===== src/design/bsd_pkg.sv =====
// ----------------------------------------------------------------------------
// bsd_pkg: shared constants for the box signed distance unit
// Field widths fixed by the interface and the edge length reset value.
// ----------------------------------------------------------------------------
package bsd_pkg;

   localparam int COORD_WIDTH_DEF = 16;
   localparam int EDGE_W          = 16;
   localparam int OUT_W           = 18;

   localparam logic [EDGE_W-1:0] EDGE_RESET = 16'd256;

endpackage


===== src/design/bsd_front.sv =====
// ----------------------------------------------------------------------------
// bsd_front: per-axis distances, squares and their sum
// Three stages: |c| - edge/2, clamped squares, sum plus inside term.
// ----------------------------------------------------------------------------
module bsd_front import bsd_pkg::*; #(
   parameter int COORD_WIDTH = COORD_WIDTH_DEF,
   parameter int D_W         = COORD_WIDTH + 1
) (
   input  logic                          clock,
   input  logic                          reset,
   input  logic [EDGE_W-1:0]             edge_length,
   input  logic                          in_valid,
   output logic                          in_ready,
   input  logic [COORD_WIDTH-1:0]        point_x,
   input  logic [COORD_WIDTH-1:0]        point_y,
   input  logic [COORD_WIDTH-1:0]        point_z,
   output logic                          out_valid,
   input  logic                          out_ready,
   output logic [2*COORD_WIDTH-1:0]      sum_sq,
   output logic signed [D_W-1:0]         inner
);

   localparam int W   = COORD_WIDTH;
   localparam int SQW = 2 * COORD_WIDTH;

   logic [W-1:0]          coord [3];
   logic [W-1:0]          mag   [3];
   logic signed [D_W-1:0] d_in  [3];
   logic [W-1:0]          p_in  [3];
   logic signed [D_W-1:0] d_ff  [3];
   logic [W-1:0]          p_ff  [3];
   logic [SQW-1:0]        sq_ff [3];
   logic signed [D_W-1:0] inner1_in;
   logic signed [D_W-1:0] inner1_ff;
   logic signed [D_W-1:0] dmax;
   logic [SQW-1:0]        sum_ff;
   logic signed [D_W-1:0] inner2_ff;
   logic [EDGE_W-2:0]     half;
   logic                  v0_ff, v1_ff, v2_ff;
   logic                  rdy0, rdy1, rdy2;

   assign coord[0] = point_x;
   assign coord[1] = point_y;
   assign coord[2] = point_z;
   assign half     = edge_length[EDGE_W-1:1];

   always_comb begin
      for (int i = 0; i < 3; i++) begin
         // most negative value wraps to 2^(W-1), correct as unsigned
         mag[i]  = coord[i][W-1] ? (~coord[i] + 1'b1) : coord[i];
         d_in[i] = $signed(D_W'({1'b0, mag[i]})) - $signed(D_W'({1'b0, half}));
         p_in[i] = (d_in[i] > 0) ? d_in[i][W-1:0] : '0;
      end
   end

   always_comb begin
      dmax = d_ff[0];
      if (d_ff[1] > dmax) dmax = d_ff[1];
      if (d_ff[2] > dmax) dmax = d_ff[2];
      inner1_in = (dmax < 0) ? dmax : '0;
   end

   assign rdy2     = !v2_ff || out_ready;
   assign rdy1     = !v1_ff || rdy2;
   assign rdy0     = !v0_ff || rdy1;
   assign in_ready = rdy0;

   always_ff @(posedge clock) begin
      if (reset) begin
         v0_ff <= 1'b0;
         v1_ff <= 1'b0;
         v2_ff <= 1'b0;
      end else begin
         if (rdy0) v0_ff <= in_valid;
         if (rdy1) v1_ff <= v0_ff;
         if (rdy2) v2_ff <= v1_ff;
      end
   end

   always_ff @(posedge clock) begin
      if (rdy0 && in_valid) begin
         for (int i = 0; i < 3; i++) begin
            d_ff[i] <= d_in[i];
            p_ff[i] <= p_in[i];
         end
      end
      if (rdy1 && v0_ff) begin
         for (int i = 0; i < 3; i++) begin
            sq_ff[i] <= p_ff[i] * p_ff[i];
         end
         inner1_ff <= inner1_in;
      end
      if (rdy2 && v1_ff) begin
         // three squares each at most 2^(2W-2): no overflow
         sum_ff    <= sq_ff[0] + sq_ff[1] + sq_ff[2];
         inner2_ff <= inner1_ff;
      end
   end

   assign out_valid = v2_ff;
   assign sum_sq    = sum_ff;
   assign inner     = inner2_ff;

endmodule


===== src/design/bsd_sqrt_cell.sv =====
// ----------------------------------------------------------------------------
// bsd_sqrt_cell: one step of the digit-by-digit integer square root
// Takes two radicand bits, yields one root bit, hands state to the next cell.
// ----------------------------------------------------------------------------
module bsd_sqrt_cell #(
   parameter int ROOT_W = 16,
   parameter int D_W    = 17
) (
   input  logic                    clock,
   input  logic                    reset,
   input  logic                    in_valid,
   output logic                    in_ready,
   input  logic [ROOT_W+1:0]       rem_i,
   input  logic [ROOT_W-1:0]       root_i,
   input  logic [2*ROOT_W-1:0]     rad_i,
   input  logic signed [D_W-1:0]   inner_i,
   output logic                    out_valid,
   input  logic                    out_ready,
   output logic [ROOT_W+1:0]       rem_o,
   output logic [ROOT_W-1:0]       root_o,
   output logic [2*ROOT_W-1:0]     rad_o,
   output logic signed [D_W-1:0]   inner_o
);

   localparam int REM_W = ROOT_W + 2;
   localparam int RAD_W = 2 * ROOT_W;

   logic [REM_W-1:0]      rem_sh;
   logic [REM_W-1:0]      trial;
   logic                  take;
   logic [REM_W-1:0]      rem_in;
   logic [ROOT_W-1:0]     root_in;
   logic [RAD_W-1:0]      rad_in;
   logic [REM_W-1:0]      rem_ff;
   logic [ROOT_W-1:0]     root_ff;
   logic [RAD_W-1:0]      rad_ff;
   logic signed [D_W-1:0] inner_ff;
   logic                  valid_ff;

   always_comb begin
      rem_sh  = {rem_i[REM_W-3:0], rad_i[RAD_W-1 -: 2]};
      trial   = {root_i, 2'b01};
      take    = (rem_sh >= trial);
      rem_in  = take ? (rem_sh - trial) : rem_sh;
      root_in = {root_i[ROOT_W-2:0], take};
      rad_in  = {rad_i[RAD_W-3:0], 2'b00};
   end

   assign in_ready = !valid_ff || out_ready;

   always_ff @(posedge clock) begin
      if (reset) begin
         valid_ff <= 1'b0;
      end else if (in_ready) begin
         valid_ff <= in_valid;
      end
   end

   always_ff @(posedge clock) begin
      if (in_ready && in_valid) begin
         rem_ff   <= rem_in;
         root_ff  <= root_in;
         rad_ff   <= rad_in;
         inner_ff <= inner_i;
      end
   end

   assign out_valid = valid_ff;
   assign rem_o     = rem_ff;
   assign root_o    = root_ff;
   assign rad_o     = rad_ff;
   assign inner_o   = inner_ff;

endmodule


===== src/design/box_signed_distance_unit.sv =====
// ----------------------------------------------------------------------------
// box_signed_distance_unit: signed distance from a point to a centered cube
// Pipeline: three front stages, one square-root cell per root bit, one output
// register. Throughput: one point per cycle unless rsp_tready back-pressure
// stalls it; the root cells form a stalling pipeline.
// Reset: synchronous; clears all valid flags, edge length returns to 1.0.
// ----------------------------------------------------------------------------
module box_signed_distance_unit import bsd_pkg::*; #(
   parameter int COORD_WIDTH = COORD_WIDTH_DEF
) (
   input  logic                                   clock,
   input  logic                                   reset,
   input  logic                                   csr_valid,
   output logic                                   csr_ready,
   input  logic [EDGE_W-1:0]                      csr_data,   // edge_length
   input  logic                                   req_tvalid,
   output logic                                   req_tready,
   // point_x, point_y, point_z, zero pad
   input  logic [((3*COORD_WIDTH+7)/8)*8-1:0]     req_tdata,
   output logic                                   rsp_tvalid,
   input  logic                                   rsp_tready,
   output logic [((OUT_W+7)/8)*8-1:0]             rsp_tdata   // distance, zero pad
);

   localparam int W      = COORD_WIDTH;
   localparam int HALF_W = EDGE_W - 1;
   localparam int D_W    = ((W > HALF_W) ? W : HALF_W) + 1;
   localparam int REM_W  = W + 2;
   localparam int RAD_W  = 2 * W;
   localparam int ACC_W  = D_W + 2;
   localparam int RSP_W  = ((OUT_W + 7) / 8) * 8;

   logic [EDGE_W-1:0]     edge_ff;
   logic                  f_valid;
   logic [RAD_W-1:0]      f_sum;
   logic signed [D_W-1:0] f_inner;

   logic                  c_valid [W+1];
   logic                  c_ready [W+1];
   logic [REM_W-1:0]      c_rem   [W+1];
   logic [W-1:0]          c_root  [W+1];
   logic [RAD_W-1:0]      c_rad   [W+1];
   logic signed [D_W-1:0] c_inner [W+1];

   logic                  rsp_valid_ff;
   logic [OUT_W-1:0]      dist_ff;
   logic signed [ACC_W-1:0] dist_acc;
   logic                  out_load;

   assign csr_ready = 1'b1;

   always_ff @(posedge clock) begin
      if (reset) begin
         edge_ff <= EDGE_RESET;
      end else if (csr_valid) begin
         edge_ff <= csr_data;
      end
   end

   bsd_front #(
      .COORD_WIDTH (W),
      .D_W         (D_W)
   ) u_front (
      .clock       (clock),
      .reset       (reset),
      .edge_length (edge_ff),
      .in_valid    (req_tvalid),
      .in_ready    (req_tready),
      .point_x     (req_tdata[W-1:0]),
      .point_y     (req_tdata[2*W-1:W]),
      .point_z     (req_tdata[3*W-1:2*W]),
      .out_valid   (f_valid),
      .out_ready   (c_ready[0]),
      .sum_sq      (f_sum),
      .inner       (f_inner)
   );

   assign c_valid[0] = f_valid;
   assign c_rem[0]   = '0;
   assign c_root[0]  = '0;
   assign c_rad[0]   = f_sum;
   assign c_inner[0] = f_inner;

   for (genvar k = 0; k < W; k++) begin : g_cell
      bsd_sqrt_cell #(
         .ROOT_W (W),
         .D_W    (D_W)
      ) u_cell (
         .clock     (clock),
         .reset     (reset),
         .in_valid  (c_valid[k]),
         .in_ready  (c_ready[k]),
         .rem_i     (c_rem[k]),
         .root_i    (c_root[k]),
         .rad_i     (c_rad[k]),
         .inner_i   (c_inner[k]),
         .out_valid (c_valid[k+1]),
         .out_ready (c_ready[k+1]),
         .rem_o     (c_rem[k+1]),
         .root_o    (c_root[k+1]),
         .rad_o     (c_rad[k+1]),
         .inner_o   (c_inner[k+1])
      );
   end

   assign out_load   = !rsp_valid_ff || rsp_tready;
   assign c_ready[W] = out_load;

   // inside term is never positive, root never negative
   assign dist_acc = ACC_W'(c_inner[W]) + $signed(ACC_W'({1'b0, c_root[W]}));

   always_ff @(posedge clock) begin
      if (reset) begin
         rsp_valid_ff <= 1'b0;
      end else if (out_load) begin
         rsp_valid_ff <= c_valid[W];
      end
   end

   always_ff @(posedge clock) begin
      if (out_load && c_valid[W]) begin
         dist_ff <= dist_acc[OUT_W-1:0];
      end
   end

   assign rsp_tvalid = rsp_valid_ff;
   assign rsp_tdata  = RSP_W'(dist_ff);

endmodule


===== config.mk =====
export PLATFORM = sky130hd
export DESIGN_NAME = box_signed_distance_unit
export DESIGN_NICKNAME = d
export VERILOG_FILES = /design/src/design/bsd_pkg.sv /design/src/design/bsd_front.sv /design/src/design/bsd_sqrt_cell.sv /design/src/design/box_signed_distance_unit.sv
export SDC_FILE = /design/constraint.sdc
export NUM_CORES = 2
export LEC_CHECK = 0
export ABC_CLOCK_PERIOD_IN_PS = 29900
export BUFFER_PORTS_ARGS = -buffer_cell sky130_fd_sc_hd__buf_2
export CAP_MARGIN = 10
export CORE_ASPECT_RATIO = 0.9
export CORE_UTILIZATION = 55
export DETAILED_ROUTE_END_ITERATION = 12
export PLACE_DENSITY_LB_ADDON = 0.2
export SYNTH_ARGS = -nofsm -noshare
export SYNTH_HDL_FRONTEND = slang
export SYNTH_SLANG_ARGS = --single-unit

===== constraint.sdc =====
create_clock -name clock -period 29.9 [get_ports clock]
set_input_delay 4.485 -clock clock [delete_from_list [all_inputs] [get_ports clock]]
set_output_delay 4.485 -clock clock [all_outputs]
set_load 0.02 [all_outputs]

Word level (Yosys, flattened, before mapping)
Memories as Yosys holds them, arrays and structs flattened.
Index checks and enable logic that the tools add are counted.

operators by class
  bitwise logic cells = 3
  multipliers = 3
  add/subtract/negate cells = 24
  reduce and logical (&&, ||, !) cells = 60
  $lt $le $gt $ge = 22
  multiplexer cells = 27

operators with widths
  cell                                                  count
  2-to-1 mux 16 bit                                     20
  multiplier 16 x 16 -> 32 bit                          3
  adder 32 bit                                          2
  > comparator 17 x 1 -> 1 bit (second input constant)  3
  subtractor 16 x 15 -> 17 bit                          3
  adder 16 x 1 -> 16 bit (second input constant)        3
  NOT 16 bit                                            3
  > comparator 17 bit                                   2
  2-to-1 mux 17 bit                                     2
  logical AND 1 bit                                     20
  logical NOT 1 bit                                     20
  logical OR 1 bit                                      20
  adder 17 x 17 -> 18 bit                               1
  greater-or-equal comparator 18 x 10 -> 1 bit          1
  greater-or-equal comparator 18 x 11 -> 1 bit          1
  greater-or-equal comparator 18 x 12 -> 1 bit          1
  greater-or-equal comparator 18 x 13 -> 1 bit          1
  greater-or-equal comparator 18 x 14 -> 1 bit          1
  greater-or-equal comparator 18 x 15 -> 1 bit          1
  greater-or-equal comparator 18 x 16 -> 1 bit          1
  greater-or-equal comparator 18 x 17 -> 1 bit          1
  greater-or-equal comparator 18 x 3 -> 1 bit           1
  greater-or-equal comparator 18 x 4 -> 1 bit           1
  greater-or-equal comparator 18 x 5 -> 1 bit           1
  other kinds (23)                                      26

storage, ports and cells
  bits of input ports = 69
  memories = 3
  RAM bits = 195
  register bits after elaboration = 995
  output and inout port bits = 27

memory list
  name           depth  bits a word  rd ports  clocked after Yosys merged registers in  wr ports  RTL line         RTL
  u_front.sq_ff  3      32           3         0                                        3         bsd_front.sv:32  logic [SQW-1:0] sq_ff [3];
  u_front.d_ff   3      17           3         0                                        3         bsd_front.sv:30  logic signed [D_W-1:0] d_ff [3];
  u_front.p_ff   3      16           3         0                                        3         bsd_front.sv:31  logic [W-1:0] p_ff [3];

Longest topological paths before layout
  depth in word-level cells = 24
  gate-level depth with buffers = 27

By module
Synthesis repeated with hierarchy kept, for this count alone.

second synthesis, totals
  cells, all modules = 7995
  area, all modules = 98279.3 sq um

by module, submodules not included
  module                    area each (sq um)  instances  cells each
  bsd_sqrt_cell             3753.6             16         260
  bsd_front                 36209.7            1          3638
  box_signed_distance_unit  2011.9             1          197

Worst setup path before layout
OpenSTA, ideal clock, no wires.

  kind = input-to-reg
  from = input rsp_tready
  to = register u_front.inner1_ff[0], enable pin
  stages = 8
  required time = 29153 ps
  slack = 15851 ps
  arrival = 13302 ps
  library setup time = 747 ps
  path through = nor3b_1 > and2_2 > nand3_1 > nor3_2 > and4_1 > nand2_1 > nor2_4 > a21boi_0

on the way
  word-level cells in the longest chain between the ends = 20

RTL lines
  item                            RTL line                         RTL
  from (decl)                     box_signed_distance_unit.sv:21   input logic rsp_tready,
  logical OR 1 bit                box_signed_distance_unit.sv:106  assign out_load = !rsp_valid_ff || rsp_tready;
  logical OR 1 bit (16 in a row)  bsd_sqrt_cell.sv:49              assign in_ready = !valid_ff || out_ready;
  logical OR 1 bit                bsd_front.sv:63                  assign rdy2 = !v2_ff || out_ready;
  logical OR 1 bit                bsd_front.sv:64                  assign rdy1 = !v1_ff || rdy2;
  logical AND 1 bit               bsd_front.sv:87                  if (rdy1 && v0_ff) begin
  to (signal assigned)            bsd_front.sv:91                  inner1_ff <= inner1_in;
  to (decl)                       bsd_front.sv:34                  logic signed [D_W-1:0] inner1_ff;

Every way passes these cells.
A chain may end at the register's enable or synchronous reset.

Worst setup path in the final report
  from = input rsp_tready
  to = output req_tready

on the way
  word-level cells in the longest chain between the ends = 20

RTL lines
  item                            RTL line                         RTL
  logical OR 1 bit                box_signed_distance_unit.sv:106
  logical OR 1 bit (16 in a row)  bsd_sqrt_cell.sv:49
  logical OR 1 bit                bsd_front.sv:63
  logical OR 1 bit                bsd_front.sv:64
  logical OR 1 bit                bsd_front.sv:65                  assign rdy0 = !v0_ff || rdy1;
  to (decl)                       box_signed_distance_unit.sv:17   output logic req_tready,

Every way passes these cells.

==> results.json <==
{
  "grt_setup_unrepaired": "false",
  "die_area_mm2": 0.135,
  "crit_type": "input pin to primary output",
  "ys_ff_latch": 1183,
  "reg2reg_from": "u_front.p_ff[0][3]",
  "cts_resized": 0,
  "die_h_um": 348,
  "period_minus_slack_ps": 12380,
  "htreeDepth": 3,
  "fmax_mhz": 80.8,
  "hold_violations": 0,
  "ant_nets": 0,
  "track_usage_pct": 21.4,
  "drive_above_1_share_pct": 6.63,
  "hp-class": "flop to flop",
  "skew_ps": 60.0,
  "portBuffers": 87,
  "cts_tree": "yes",
  "wl_met1_um": 58700,
  "drt-total-wl_um": 140000,
  "synth_cell_types": 99,
  "yosys_warnings": 0,
  "n_fill_cell": 10400,
  "start_util_pct": 55.7,
  "top_layer": "met4",
  "area_growth_pct": 8.82,
  "num_io_pins": 96,
  "drt_iter0_drc": 2597,
  "netlist_area_mm2": 0.0733,
  "clock_latency_ps": 740,
  "wl_met3_um": 5490,
  "period_share_pct": 41.4,
  "dr.pass1.iters": 5,
  "relSlewSlack_pct": 25.3,
  "tns_ps": 0,
  "postSynthCellCount": 6068,
  "setup_viol": 0,
  "synth.top_cells.by_area": "edfxtp_1, fa_1, ha_1, inv_1, xnor2_1",
  "seq_area_frac_synth_pct": 48.0,
  "wire_per_inst_um": 17.4,
  "synth-edff-count": 1148,
  "cp-start-kind": "input pin",
  "crit_fanout": 7,
  "root_buffer": "clkbuf_16",
  "grt_max_degree": 83,
  "vias": 42700,
  "yosysMostFrequentCell": "edfxtp_1",
  "tightest_slew_ps": 1120,
  "min_from": "g_cell[4].u_cell.rad_o[18]",
  "required_ps": 25420,
  "num_rows": 126,
  "cts_buffer_depth": 3,
  "finalMaxSlewViolations": 0,
  "synth_top_area_share_pct": 47.0,
  "nNetsFinal": 7366,
  "die_w_um": 387,
  "synth_top_area_cell": "edfxtp_1",
  "antenna_found_initial": 5,
  "status": "completed",
  "clock-sinks": 1183,
  "grt_pass1_vias": 44400,
  "hold_buffers": 0,
  "clkTransAtPathRegs_ps": 60,
  "cts_setup_buffers": 0,
  "grt-ovfl-total": 0,
  "ys.flop_type": "edfxtp_1",
  "cp-startpoint": "rsp_tready",
  "drt_drc_violations_left": 0,
  "wl_met2_um": 69900,
  "hpwlAfterDp_um": 109000,
  "synth_common_cells": "edfxtp_1, inv_1, ha_1",
  "routabilityCongestion": 0.895,
  "grt_first_pass_wirelength_um": 229000,
  "avgSynthCellArea_um2": 12.1,
  "drv_cap": 0,
  "endpoint_kind": "primary output",
  "cp.arrival_ps": 7900,
  "vias_per_cell": 5.32,
  "cts_made_buffers": 116,
  "synth_async_sr_flop_share_pct": 0,
  "core_mm2": 0.132
}
-- final cells by class --
class / instances / area, µm² / area share [%]
tap: 1728 / 2160 / 2.71
timing repair buffer: 108 / 593 / 0.743
sequential: 1183 / 35200 / 44.1
inverter: 1033 / 3880 / 4.86
antenna: 5 / 12.5 / 0.0157
clock buffer: 148 / 3080 / 3.86
clock inverter: 71 / 871 / 1.09
multi-input combinational: 3751 / 34000 / 42.7
-- cells by family after synthesis --
kind of cell    count (synthesis)  share of synthesized area, %
compound gates                832                          7.38
xor+xnor                      371                          4.43
fa+ha+maj                    1104                          24.2
buf+inv                      1143                          5.93
flops                        1183                          48.0
mux                            70                          1.01
other cells                     2                        0.0102
simple gates                 1363                          9.10
-- critical path, stage by stage --
cell,delay [ps]
buf_2,110
nor3b_1,730
and2_2,380
nand3_1,140
nor3_2,640
and4_1,470
nand2_1,160
nor2_4,260
nand3_1,260
buf_2,240
-- metrics by stage --
stage	cells	area, µm²	setup slack (ps)	util, %	hold slack [ps]
2_1_floorplan	6077	73400	15850	-	400
3_3_place_gp	7803	75800	17580	57.6	401
3_5_place_dp	7803	75800	17530	57.6	405
4_1_cts	8022	79800	17520	60.6	372
5_1_grt	8027	79800	17360	60.6	373
6_report	8027	79800	17520	60.6	377
-- worst paths after layout --
path | end | slack (ps) | cells past startpoint
worst min-delay path | g_cell[5].u_cell.rad_o[20] | 380 | 0
worst min register to register | g_cell[5].u_cell.rad_o[20] | 380 | 0
worst max-delay path | req_tready | 17520 | 10
worst max register to register | u_front.sq_ff[0][31] | 22620 | 23
-- flip-flops by register name (all words and copies together), names as in the netlist, 18 cells and up --
register,count
u_front.d_ff,51
g_cell.u_cell.inner_o,272
u_front.sq_ff,93
g_cell.u_cell.rem_o,224
g_cell.u_cell.rad_o,240
g_cell.u_cell.root_o,136
dist_ff,18
u_front.sum_sq,32
u_front.p_ff,48
-- metal layers --
metal  global-route usage [%]  vias up
li1                         -    20800
met1                     26.5    20800
met2                     37.8      847
met5                        0        -
met4                     8.55        0
met3                     2.99      253
-- cell usage in the layout, fill, tap and decap left out, types with 32 or more instances in the layout --
master	Yosys	layout
xor2_1	103	103
mux2i_1	36	36
edfxtp_1	1148	1148
a21oi_1	264	263
dfxtp_1	35	35
o21a_1	70	70
nand2_1	402	402
mux2_2	33	33
clkbuf_16	0	116
ha_1	581	581
and2_1	135	134
nor3_1	74	74
fa_1	523	523
nor2_1	323	323
nand3_1	70	70
nand4_1	32	32
xnor2_1	268	268
a211oi_1	38	38
nor2b_1	109	102
o21ai_0	154	154
buf_2	15	87
inv_1	1031	1031
a21o_1	95	95
nand2b_1	56	56
Power is left out: the tool's default activity adds up to more than one toggle a clock period on the data nets, which glitch-free logic cannot reach.
